$ cat src/rtl/core/bis_pkg.sv
package bis_pkg;

    localparam int CFG_INDEX_W = 2;
    localparam int CFG_DATA_W  = 8;

    localparam logic [CFG_INDEX_W-1:0] CFG_INIT_DISABLED = 2'd0;
    localparam logic [CFG_INDEX_W-1:0] CFG_CLEAR_WAIT    = 2'd1;
    localparam logic [CFG_INDEX_W-1:0] CFG_WRITE_TIMEOUT = 2'd2;
    localparam logic [CFG_INDEX_W-1:0] CFG_READ_TIMEOUT  = 2'd3;

    localparam logic [7:0] CLEAR_WAIT_RESET    = 8'd5;
    localparam logic [7:0] WRITE_TIMEOUT_RESET = 8'd3;
    localparam logic [7:0] READ_TIMEOUT_RESET  = 8'd3;
    localparam logic [7:0] TIMER_MAX           = 8'hFF;

    localparam logic [1:0] START_NONE       = 2'd0;
    localparam logic [1:0] START_SETCLK     = 2'd1;
    localparam logic [1:0] START_BOARDCLEAR = 2'd2;

    localparam logic [3:0] GRP_NONE        = 4'd0;
    localparam logic [3:0] GRP_BOARD_RESET = 4'd1;
    localparam logic [3:0] GRP_CLK_CLEAR   = 4'd2;
    localparam logic [3:0] GRP_CLK_WRITE   = 4'd3;
    localparam logic [3:0] GRP_CLK_READ    = 4'd4;
    localparam logic [3:0] GRP_RECEIVERS   = 4'd5;
    localparam logic [3:0] GRP_BLOCKSYNC   = 4'd6;
    localparam logic [3:0] GRP_RAD         = 4'd7;
    localparam logic [3:0] GRP_PPS         = 4'd8;
    localparam logic [3:0] GRP_OUTPUT      = 4'd9;

    localparam logic [1:0] OP_NONE  = 2'd0;
    localparam logic [1:0] OP_WRITE = 2'd1;
    localparam logic [1:0] OP_READ  = 2'd2;

    typedef enum logic [3:0] {
        STEP_IDLE       = 4'd0,
        STEP_PRECLEAR   = 4'd1,
        STEP_CLKCLEAR   = 4'd2,
        STEP_CLKWRITE   = 4'd3,
        STEP_CLKREAD    = 4'd4,
        STEP_RXOFF      = 4'd5,
        STEP_BOARDCLEAR = 4'd6,
        STEP_BLOCKSYNC  = 4'd7,
        STEP_RAD        = 4'd8,
        STEP_PPS        = 4'd9,
        STEP_RXON       = 4'd10,
        STEP_OUTENABLE  = 4'd11
    } step_t;

    typedef struct packed {
        logic       init_disabled;
        logic [7:0] clear_wait_ticks;
        logic [7:0] write_timeout_ticks;
        logic [7:0] read_timeout_ticks;
    } cfg_t;

    typedef struct packed {
        logic [1:0] start_request;
        logic       group_all_idle;
        logic       group_write_pending;
        logic       group_read_error;
        logic       second_is_even;
    } tick_t;

    typedef struct packed {
        step_t      step;
        logic [1:0] current_sequence;
        logic [7:0] tick_timer;
        logic       final_pass;
        logic       wait_odd_second;
        logic       active;
    } state_t;

    typedef struct packed {
        logic [3:0] step_code;
        logic [3:0] issued_group;
        logic [1:0] issued_op;
        logic       receiver_enable;
        logic       cache_clear;
        logic       blocksync_cleared;
        logic       retried;
        logic       finished;
        logic       busy_res;
    } result_t;

endpackage

$ cat src/rtl/core/bis_if.sv
interface bis_tick_if;
    logic       valid;
    logic       ready;
    logic [1:0] start_request;
    logic       group_all_idle;
    logic       group_write_pending;
    logic       group_read_error;
    logic       second_is_even;

    modport source
    (
        output valid, start_request, group_all_idle, group_write_pending,
               group_read_error, second_is_even,
        input  ready
    );

    modport sink
    (
        input  valid, start_request, group_all_idle, group_write_pending,
               group_read_error, second_is_even,
        output ready
    );
endinterface

interface bis_result_if;
    logic       valid;
    logic       ready;
    logic [3:0] step_code;
    logic [3:0] issued_group;
    logic [1:0] issued_op;
    logic       receiver_enable;
    logic       cache_clear;
    logic       blocksync_cleared;
    logic       retried;
    logic       finished;
    logic       busy_res;

    modport source
    (
        output valid, step_code, issued_group, issued_op, receiver_enable,
               cache_clear, blocksync_cleared, retried, finished, busy_res,
        input  ready
    );

    modport sink
    (
        input  valid, step_code, issued_group, issued_op, receiver_enable,
               cache_clear, blocksync_cleared, retried, finished, busy_res,
        output ready
    );
endinterface

$ cat src/rtl/core/board_init_sequencer_unit.sv
// Board initialization sequencer, driven by one request per tick.
// The tick channel carries a start request, the status of the register group
// that the current step watches and the parity of the wall-clock second.
// The result channel returns one item per tick with the step reached and the
// command issued on that tick, plus retry, finish and busy flags.
// The configuration write port sets the disable bit and the three tick limits;
// the user must write it only while no tick is in flight, as the block does not enforce this.
// A tick is held in an input register and processed in a single pass of
// combinational logic into the result register, which also updates the state.
// An accepted tick passes from the input register to the result register,
// where its result waits until the receiver takes it.
// One tick is accepted every cycle while the result side keeps up.
// When the receiver stalls, the result register holds its result and the
// input register fills; the tick side then stalls until the result is taken.
// Reset is asynchronous and active low; it returns the sequencer to idle, loads
// the register defaults and empties both registers.
module board_init_sequencer_unit
    import bis_pkg::*;
(
    input  logic                   clk,
    input  logic                   rst_n,
    bis_tick_if.sink               tick,
    bis_result_if.source           result,
    input  logic                   cfg_wr_en,
    input  logic [CFG_INDEX_W-1:0] cfg_index,
    input  logic [CFG_DATA_W-1:0]  cfg_data
);

    cfg_t    cfg;
    logic    in_valid_reg;
    tick_t   in_data_reg;
    logic    out_valid_reg;
    result_t out_data_reg;
    state_t  state_reg;
    state_t  state_next;
    result_t res_next;
    logic    advance;
    logic    take_tick;

    bis_cfg_regs u_cfg
    (
        .clk       (clk),
        .rst_n     (rst_n),
        .cfg_wr_en (cfg_wr_en),
        .cfg_index (cfg_index),
        .cfg_data  (cfg_data),
        .cfg       (cfg)
    );

    bis_step_logic u_step
    (
        .cfg       (cfg),
        .tick_in   (in_data_reg),
        .state_cur (state_reg),
        .state_nx  (state_next),
        .res       (res_next)
    );

    assign advance    = in_valid_reg && (!out_valid_reg || result.ready);
    assign tick.ready = !in_valid_reg || advance;
    assign take_tick  = tick.valid && tick.ready;

    always_ff @(posedge clk or negedge rst_n)
    begin
        if (!rst_n)
        begin
            in_valid_reg               <= 1'b0;
            out_valid_reg              <= 1'b0;
            state_reg.step             <= STEP_IDLE;
            state_reg.current_sequence <= START_NONE;
            state_reg.tick_timer       <= '0;
            state_reg.final_pass       <= 1'b0;
            state_reg.wait_odd_second  <= 1'b0;
            state_reg.active           <= 1'b0;
        end
        else
        begin
            if (take_tick)
            begin
                in_valid_reg <= 1'b1;
            end
            else if (advance)
            begin
                in_valid_reg <= 1'b0;
            end

            if (advance)
            begin
                out_valid_reg <= 1'b1;
                state_reg     <= state_next;
            end
            else if (result.ready)
            begin
                out_valid_reg <= 1'b0;
            end
        end
    end

    always_ff @(posedge clk)
    begin
        if (take_tick)
        begin
            in_data_reg.start_request       <= tick.start_request;
            in_data_reg.group_all_idle      <= tick.group_all_idle;
            in_data_reg.group_write_pending <= tick.group_write_pending;
            in_data_reg.group_read_error    <= tick.group_read_error;
            in_data_reg.second_is_even      <= tick.second_is_even;
        end
        if (advance)
        begin
            out_data_reg <= res_next;
        end
    end

    assign result.valid             = out_valid_reg;
    assign result.step_code         = out_data_reg.step_code;
    assign result.issued_group      = out_data_reg.issued_group;
    assign result.issued_op         = out_data_reg.issued_op;
    assign result.receiver_enable   = out_data_reg.receiver_enable;
    assign result.cache_clear       = out_data_reg.cache_clear;
    assign result.blocksync_cleared = out_data_reg.blocksync_cleared;
    assign result.retried           = out_data_reg.retried;
    assign result.finished          = out_data_reg.finished;
    assign result.busy_res          = out_data_reg.busy_res;

`ifndef SYNTHESIS
    a_busy_matches_step: assert property (@(posedge clk) disable iff (!rst_n)
        result.valid |-> (result.busy_res == (result.step_code != STEP_IDLE)))
        else $error("busy flag disagrees with reported step");

    a_finish_goes_idle: assert property (@(posedge clk) disable iff (!rst_n)
        (result.valid && result.finished) |->
            (result.step_code == STEP_IDLE && result.issued_group == GRP_NONE))
        else $error("finished result not idle or still commanding");

    a_rxen_only_receivers: assert property (@(posedge clk) disable iff (!rst_n)
        (result.valid && result.receiver_enable) |->
            (result.issued_group == GRP_RECEIVERS && result.issued_op == OP_WRITE))
        else $error("receiver enable issued with wrong command");

    a_state_holds_on_stall: assert property (@(posedge clk) disable iff (!rst_n)
        !advance |=> $stable(state_reg))
        else $error("sequencer state changed without a processed tick");
`endif

endmodule

$ cat src/rtl/core/bis_cfg_regs.sv
module bis_cfg_regs
    import bis_pkg::*;
(
    input  logic                   clk,
    input  logic                   rst_n,
    input  logic                   cfg_wr_en,
    input  logic [CFG_INDEX_W-1:0] cfg_index,
    input  logic [CFG_DATA_W-1:0]  cfg_data,
    output cfg_t                   cfg
);

    cfg_t cfg_reg;

    always_ff @(posedge clk or negedge rst_n)
    begin
        if (!rst_n)
        begin
            cfg_reg.init_disabled       <= 1'b0;
            cfg_reg.clear_wait_ticks    <= CLEAR_WAIT_RESET;
            cfg_reg.write_timeout_ticks <= WRITE_TIMEOUT_RESET;
            cfg_reg.read_timeout_ticks  <= READ_TIMEOUT_RESET;
        end
        else if (cfg_wr_en)
        begin
            unique case (cfg_index)
                CFG_INIT_DISABLED: cfg_reg.init_disabled       <= cfg_data[0];
                CFG_CLEAR_WAIT:    cfg_reg.clear_wait_ticks    <= cfg_data;
                CFG_WRITE_TIMEOUT: cfg_reg.write_timeout_ticks <= cfg_data;
                CFG_READ_TIMEOUT:  cfg_reg.read_timeout_ticks  <= cfg_data;
                default:           ;
            endcase
        end
    end

    assign cfg = cfg_reg;

endmodule

$ cat src/rtl/core/bis_step_logic.sv
module bis_step_logic
    import bis_pkg::*;
(
    input  cfg_t    cfg,
    input  tick_t   tick_in,
    input  state_t  state_cur,
    output state_t  state_nx,
    output result_t res
);

    state_t     nx;
    result_t    r;
    logic       do_enter;
    step_t      tgt;
    logic [7:0] tmr_inc;
    logic       wr_expired;
    logic       cw_expired;
    logic       rd_expired;

    assign tmr_inc    = (state_cur.tick_timer == TIMER_MAX) ? state_cur.tick_timer
                                                            : state_cur.tick_timer + 8'd1;
    assign wr_expired = state_cur.tick_timer > cfg.write_timeout_ticks;
    assign cw_expired = state_cur.tick_timer > cfg.clear_wait_ticks;
    assign rd_expired = state_cur.tick_timer > cfg.read_timeout_ticks;

    always_comb
    begin
        nx       = state_cur;
        r        = '0;
        do_enter = 1'b0;
        tgt      = STEP_IDLE;

        unique case (state_cur.step)
            STEP_PRECLEAR:
            begin
                nx.tick_timer = tmr_inc;
                if (cw_expired && tick_in.group_all_idle)
                begin
                    do_enter = 1'b1;
                    tgt      = STEP_CLKCLEAR;
                end
            end
            STEP_CLKCLEAR:
            begin
                if (tick_in.group_all_idle)
                begin
                    do_enter = 1'b1;
                    tgt      = STEP_CLKWRITE;
                end
            end
            STEP_CLKWRITE:
            begin
                if (tick_in.group_all_idle)
                begin
                    do_enter = 1'b1;
                    tgt      = STEP_CLKREAD;
                end
            end
            STEP_CLKREAD:
            begin
                if (tick_in.group_read_error)
                begin
                    nx.tick_timer = tmr_inc;
                    if (rd_expired)
                    begin
                        r.retried = 1'b1;
                        do_enter  = 1'b1;
                        tgt       = STEP_CLKWRITE;
                    end
                    else
                    begin
                        r.issued_group = GRP_CLK_READ;
                        r.issued_op    = OP_READ;
                    end
                end
                else if (tick_in.group_all_idle)
                begin
                    do_enter = 1'b1;
                    tgt      = STEP_RXOFF;
                end
            end
            STEP_RXOFF:
            begin
                nx.tick_timer = tmr_inc;
                if (wr_expired && tick_in.group_write_pending)
                begin
                    r.retried     = 1'b1;
                    nx.final_pass = 1'b0;
                    do_enter      = 1'b1;
                    tgt           = STEP_CLKCLEAR;
                end
                else if (tick_in.group_all_idle)
                begin
                    if (state_cur.final_pass)
                    begin
                        nx.current_sequence = START_NONE;
                        nx.step             = STEP_IDLE;
                        nx.active           = 1'b0;
                        r.finished          = 1'b1;
                    end
                    else
                    begin
                        do_enter = 1'b1;
                        tgt      = STEP_BOARDCLEAR;
                    end
                end
            end
            STEP_BOARDCLEAR:
            begin
                nx.tick_timer = tmr_inc;
                if (cw_expired && tick_in.group_all_idle)
                begin
                    do_enter = 1'b1;
                    tgt      = STEP_BLOCKSYNC;
                end
            end
            STEP_BLOCKSYNC, STEP_RAD, STEP_PPS, STEP_OUTENABLE:
            begin
                nx.tick_timer = tmr_inc;
                if (wr_expired && tick_in.group_write_pending)
                begin
                    r.retried           = 1'b1;
                    r.blocksync_cleared = (state_cur.step == STEP_BLOCKSYNC);
                    do_enter            = 1'b1;
                    tgt                 = STEP_BOARDCLEAR;
                end
                else if (tick_in.group_all_idle)
                begin
                    do_enter = 1'b1;
                    if (state_cur.step == STEP_OUTENABLE)
                    begin
                        nx.final_pass = 1'b1;
                        tgt           = STEP_RXOFF;
                    end
                    else
                    begin
                        tgt = step_t'(4'(state_cur.step + 4'd1));
                    end
                end
            end
            STEP_RXON:
            begin
                if (state_cur.wait_odd_second)
                begin
                    if (!tick_in.second_is_even)
                    begin
                        nx.wait_odd_second = 1'b0;
                        r.issued_group     = GRP_RECEIVERS;
                        r.issued_op        = OP_WRITE;
                        r.receiver_enable  = 1'b1;
                    end
                end
                else
                begin
                    nx.tick_timer = tmr_inc;
                    if (wr_expired && tick_in.group_write_pending)
                    begin
                        r.retried = 1'b1;
                        do_enter  = 1'b1;
                        tgt       = STEP_BOARDCLEAR;
                    end
                    else if (tick_in.group_all_idle)
                    begin
                        do_enter = 1'b1;
                        tgt      = STEP_OUTENABLE;
                    end
                end
            end
            default:
            begin
                nx.step = STEP_IDLE;
                if (!cfg.init_disabled && (tick_in.start_request == START_SETCLK ||
                                           tick_in.start_request == START_BOARDCLEAR))
                begin
                    nx.active           = 1'b1;
                    nx.final_pass       = 1'b0;
                    nx.current_sequence = tick_in.start_request;
                    do_enter            = 1'b1;
                    if (tick_in.start_request == START_SETCLK)
                    begin
                        r.cache_clear = 1'b1;
                        tgt           = STEP_PRECLEAR;
                    end
                    else
                    begin
                        tgt = STEP_BOARDCLEAR;
                    end
                end
            end
        endcase

        if (do_enter)
        begin
            nx.step = tgt;
            unique case (tgt)
                STEP_PRECLEAR, STEP_BOARDCLEAR:
                begin
                    r.issued_group = GRP_BOARD_RESET;
                    r.issued_op    = OP_WRITE;
                    nx.tick_timer  = '0;
                end
                STEP_CLKCLEAR:
                begin
                    r.issued_group = GRP_CLK_CLEAR;
                    r.issued_op    = OP_WRITE;
                end
                STEP_CLKWRITE:
                begin
                    r.issued_group = GRP_CLK_WRITE;
                    r.issued_op    = OP_WRITE;
                end
                STEP_CLKREAD:
                begin
                    r.issued_group = GRP_CLK_READ;
                    r.issued_op    = OP_READ;
                    nx.tick_timer  = '0;
                end
                STEP_RXOFF:
                begin
                    r.issued_group = GRP_RECEIVERS;
                    r.issued_op    = OP_WRITE;
                    nx.tick_timer  = '0;
                end
                STEP_BLOCKSYNC:
                begin
                    r.issued_group = GRP_BLOCKSYNC;
                    r.issued_op    = OP_WRITE;
                    nx.tick_timer  = '0;
                end
                STEP_RAD:
                begin
                    r.issued_group = GRP_RAD;
                    r.issued_op    = OP_WRITE;
                    nx.tick_timer  = '0;
                end
                STEP_PPS:
                begin
                    r.issued_group = GRP_PPS;
                    r.issued_op    = OP_READ;
                    nx.tick_timer  = '0;
                end
                STEP_RXON:
                begin
                    nx.tick_timer = '0;
                    if (tick_in.second_is_even)
                    begin
                        nx.wait_odd_second = 1'b1;
                    end
                    else
                    begin
                        nx.wait_odd_second = 1'b0;
                        r.issued_group     = GRP_RECEIVERS;
                        r.issued_op        = OP_WRITE;
                        r.receiver_enable  = 1'b1;
                    end
                end
                STEP_OUTENABLE:
                begin
                    r.issued_group = GRP_OUTPUT;
                    r.issued_op    = OP_WRITE;
                    nx.tick_timer  = '0;
                end
                default:
                begin
                end
            endcase
        end

        r.step_code = nx.step;
        r.busy_res  = nx.active;
    end

    assign state_nx = nx;
    assign res      = r;

endmodule
$ cat src/flat_wrapper.sv
// flat-port wrapper written by rule: the top's interface ports become plain ports
module board_init_sequencer_unit_flat import bis_pkg::*;
  (clk, rst_n, cfg_wr_en, cfg_index, cfg_data, tick_valid, tick_start_request, tick_group_all_idle, tick_group_write_pending, tick_group_read_error, tick_second_is_even, tick_ready, result_valid, result_step_code, result_issued_group, result_issued_op, result_receiver_enable, result_cache_clear, result_blocksync_cleared, result_retried, result_finished, result_busy_res, result_ready);
  bis_tick_if tick_i ();
  bis_result_if result_i ();
  input  logic clk;
  input  logic rst_n;
  input  logic cfg_wr_en;
  input  logic [CFG_INDEX_W-1:0] cfg_index;
  input  logic [CFG_DATA_W-1:0] cfg_data;
  input wire logic [$bits(tick_i.valid)-1:0] tick_valid;
  input wire logic [$bits(tick_i.start_request)-1:0] tick_start_request;
  input wire logic [$bits(tick_i.group_all_idle)-1:0] tick_group_all_idle;
  input wire logic [$bits(tick_i.group_write_pending)-1:0] tick_group_write_pending;
  input wire logic [$bits(tick_i.group_read_error)-1:0] tick_group_read_error;
  input wire logic [$bits(tick_i.second_is_even)-1:0] tick_second_is_even;
  output wire logic [$bits(tick_i.ready)-1:0] tick_ready;
  output wire logic [$bits(result_i.valid)-1:0] result_valid;
  output wire logic [$bits(result_i.step_code)-1:0] result_step_code;
  output wire logic [$bits(result_i.issued_group)-1:0] result_issued_group;
  output wire logic [$bits(result_i.issued_op)-1:0] result_issued_op;
  output wire logic [$bits(result_i.receiver_enable)-1:0] result_receiver_enable;
  output wire logic [$bits(result_i.cache_clear)-1:0] result_cache_clear;
  output wire logic [$bits(result_i.blocksync_cleared)-1:0] result_blocksync_cleared;
  output wire logic [$bits(result_i.retried)-1:0] result_retried;
  output wire logic [$bits(result_i.finished)-1:0] result_finished;
  output wire logic [$bits(result_i.busy_res)-1:0] result_busy_res;
  input wire logic [$bits(result_i.ready)-1:0] result_ready;
  assign tick_i.valid = tick_valid;
  assign tick_i.start_request = tick_start_request;
  assign tick_i.group_all_idle = tick_group_all_idle;
  assign tick_i.group_write_pending = tick_group_write_pending;
  assign tick_i.group_read_error = tick_group_read_error;
  assign tick_i.second_is_even = tick_second_is_even;
  assign tick_ready = tick_i.ready;
  assign result_valid = result_i.valid;
  assign result_step_code = result_i.step_code;
  assign result_issued_group = result_i.issued_group;
  assign result_issued_op = result_i.issued_op;
  assign result_receiver_enable = result_i.receiver_enable;
  assign result_cache_clear = result_i.cache_clear;
  assign result_blocksync_cleared = result_i.blocksync_cleared;
  assign result_retried = result_i.retried;
  assign result_finished = result_i.finished;
  assign result_busy_res = result_i.busy_res;
  assign result_i.ready = result_ready;
  board_init_sequencer_unit u_core (.clk(clk), .rst_n(rst_n), .tick(tick_i), .result(result_i), .cfg_wr_en(cfg_wr_en), .cfg_index(cfg_index), .cfg_data(cfg_data));
endmodule
$ cat config.mk
export PLATFORM = sky130hd
export DESIGN_NAME = board_init_sequencer_unit_flat
export DESIGN_NICKNAME = d
export VERILOG_FILES = /design/src/rtl/core/bis_pkg.sv /design/src/rtl/core/bis_if.sv /design/src/rtl/core/board_init_sequencer_unit.sv /design/src/rtl/core/bis_cfg_regs.sv /design/src/rtl/core/bis_step_logic.sv /design/src/flat_wrapper.sv
export SDC_FILE = /design/constraint.sdc
export NUM_CORES = 1
export LEC_CHECK = 0
export BUFFER_PORTS_ARGS = -buffer_cell sky130_fd_sc_hd__buf_4
export CORE_UTILIZATION = 45
export CTS_BUF_LIST = sky130_fd_sc_hd__clkbuf_8
export CTS_CLUSTER_SIZE = 30
export DETAILED_ROUTE_END_ITERATION = 16
export HOLD_SLACK_MARGIN = 0.05
export PLACE_DENSITY = 0.61
export SLEW_MARGIN = 20
export SYNTH_ARGS = -nofsm -noshare
export SYNTH_HDL_FRONTEND = slang
export SYNTH_SLANG_ARGS = --single-unit
$ cat constraint.sdc
create_clock -name clk -period 5.65 [get_ports clk]
set_input_delay 0.2825 -clock clk [delete_from_list [all_inputs] [get_ports clk]]
set_output_delay 0.2825 -clock clk [all_outputs]
set_load 0.01 [all_outputs]
==> out/summary.txt <==
Clock Latency Late Sink -> 0.35 ns
ratio of cells with drive above 1 in the final layout -> 22.3%
Psw -> 828 uW
CP required -> 5.72 ns
fin. max-slew vios -> 0
syn avg cell area -> 9.91 um2
sequential area share after synthesis -> 42.8%
WL met1 -> 4230 um
mean number of vias per cell -> 5.93
Die Height -> 96.4 um
Slew headroom -> 47.0%
Crit-path slowest cell -> nor4_4
Antenna Nets Post-Route -> 0
Post-Place Cells -> 539
core region area -> 8680 um2
crit path kind -> flip-flop to flip-flop
internal power -> 1220 uW
worst-margin pin slew -> 0.791 ns
post-cts gate resize count -> 0
area of the multi-input gates -> 2090 um2
DRC viols -> 1
IO buf count -> 38
largest cells by area after synthesis -> dfrtp_1, edfxtp_1, ha_1
maximum clock frequency -> 296 MHz
gr ovfl total -> 0
Worst Hold Depth -> 1
vias in the first global route -> 3,220
crit-path max FO -> 17
clk sink count -> 64
Top Metal Used -> met4
ys async rst share -> 65.6%
Synth Cell Area -> 4010 um2
Pwr Density -> 446 nW/um2
switching fraction of total power -> 40.5%
max reg flops -> 25
crit path cell chain -> inv_1 -> ha_1 -> nor4bb_4 -> o21a_1 -> o31ai_2 -> o21ai_2 -> nor4_4 -> nor3_1 -> nor4b_1 -> o211ai_1
register-to-register setup slack -> 2.27 ns
HPWL Detailed -> 6850 um
hold_buf cts -> 1
TNS Setup -> 0 ns
worst r2r src -> u_core.state_reg[13]
most numerous cell in the Yosys netlist -> nand2_1
number of diodes -> 0
largest net degree at the start of global routing -> 43
clk slew on worst S/H paths -> 0.07 ns
Yosys top cell area share -> 22.5%
initial core utilization -> 46.2%
HP Start -> tick_group_all_idle
synthesis-to-layout area growth -> 14.2%
Fin. Hold Viols -> 0
crit-path max cell delay -> 0.72 ns
Total GRT Usage -> 22.5%
Finish-stage setup viols -> 0
outcome -> finished, violations left
CTS buffer count -> 9
fillcell total -> 826
crit end category -> flip-flop
I/O pin count -> 39
Flop pwr share -> 35.0%
nets@finish -> 494
RSZ-0062 raised after global routing -> no
first-pass GRT wire length -> 15,600 um
drt pass-1 iters -> 10
worst r2r path cells -> 10
std cell rows -> 34
CTS max path bufs -> 2
VDD IR max -> 0.154 mV
clock share of power -> 21.1%
Logic pwr share -> 43.9%
Starting DRT DRC Count -> 165
cell leakage power -> 0.00195 uW
overall power -> 2040 uW
WL met2 -> 4480 um
list of most frequent post-synthesis cells -> nand2_1, dfrtp_1, inv_1
Root Driver -> clkbuf_8
minimum clock period -> 3.38 ns
CTS tree -> built
register area -> 1720 um2
Netlist cell types -> 68
worst endpoint data arrival time -> 3.46 ns
WL met3 -> 464 um
fin cells -> 556
post-synthesis sequential element count -> 64
final worst-path cycle share -> 59.9%
DIE AREA -> 9300 um2
DR WL/cell -> 16.8 um
H-Tree Depth -> 3
startpoint types -> flip-flop
Post-CTS Setup Repair Bufs -> 0
clock skew -> 0.0103 ns
Mapped Cells -> 405
Synth Warn # -> 0
total number of vias -> 3,295
routability-driven placement congestion ratio -> 0.907
end of the worst hold path -> u_core.in_data_reg[3]
initial antenna violation count -> 0
area leader, netlist -> dfrtp_1
violated checks -> design-rule violations
WHS -> 0.111 ns
Die Width -> 96.4 um
final core utilization -> 52.8%
max cap viols -> 0
Post-Route WL -> 9360 um
capturing point of the worst reg2reg path -> u_core.result.issued_group[0]
post-synth net total -> 456
Post-synth EDFFs -> 22
Hold Path Class -> input pin to flip-flop
Synth Flop Type -> dfrtp_1
## worst max-delay path by stage
stage | startpoint | end | slack (ns) | cells past startpoint
2_1_floorplan | u_core.u_cfg.cfg[9] | u_core.result.issued_op[0] | 2.85 | 10
4_1_cts | u_core.state_reg[13] | u_core.result.issued_op[0] | 2.32 | 9
3_5_place_dp | u_core.u_cfg.cfg[9] | u_core.result.issued_op[0] | 2.34 | 10
5_1_grt | u_core.u_cfg.cfg[9] | u_core.result.issued_group[0] | 2.04 | 11
3_3_place_gp | u_core.u_cfg.cfg[9] | u_core.result.issued_op[0] | 2.44 | 10
6_report | u_core.state_reg[13] | u_core.result.issued_group[0] | 2.27 | 10
## power by group through the flow
stage	logic (uW)	registers [uW]	clock network (uW)
2_1_floorplan	684	690	0
3_3_place_gp	871	720	0
3_5_place_dp	886	723	0
4_1_cts	890	715	439
5_1_grt	1010	734	462
6_report	897	714	431
## per-layer routing
layer	global-route usage [%]	vias up
li1	-	1587
met1	28.7	1595
met2	36.8	99
met3	5.71	14
met4	8.09	0
met5	0	-
## worst max-delay path: cells and delay by family, from the launching register on
kind            cells  cell delay (ns)
simple gates        4             1.50
compound gates      4             0.70
flops               1             0.42
fa+ha+maj           1             0.37
buf+inv             1             0.12
## placed cells by master (no fill, tap or decap), types with 7 or more instances in the layout
cell type  instances
a21oi_1           28
buf_4             39
clkbuf_8           9
dfrtp_1           36
edfxtp_1          22
ha_1              30
inv_1             32
mux2_2            27
nand2_1           42
nand3_1           12
nand3b_1           8
nand4_1            7
nor2_1            23
nor3_1             9
o21ai_0           20
## kinds of logic after synthesis
group | after synthesis | synth area share, %
buffers and inverters | 45 | 4.96
DFF | 64 | 42.8
and+or+nand+nor | 137 | 18.4
AOI/OAI and AO/OA | 102 | 16.8
muxes | 27 | 7.58
adders and majority gates | 30 | 9.35
## stage by stage
step	area [um2]	setup slack, ns
2_1_floorplan	4010	2.85
3_3_place_gp	4360	2.44
3_5_place_dp	4360	2.34
4_1_cts	4580	2.32
5_1_grt	4580	2.04
6_report	4580	2.27
## final cells by class
cell class	count	share of cell area [%]
sequential	64	37.5
multi-input combinational	296	45.7
clock buffer	9	2.70
clock inverter	7	1.91
tap	108	2.95
timing repair buffer	40	6.61
inverter	32	2.62
(Power assumes the default switching activity.)
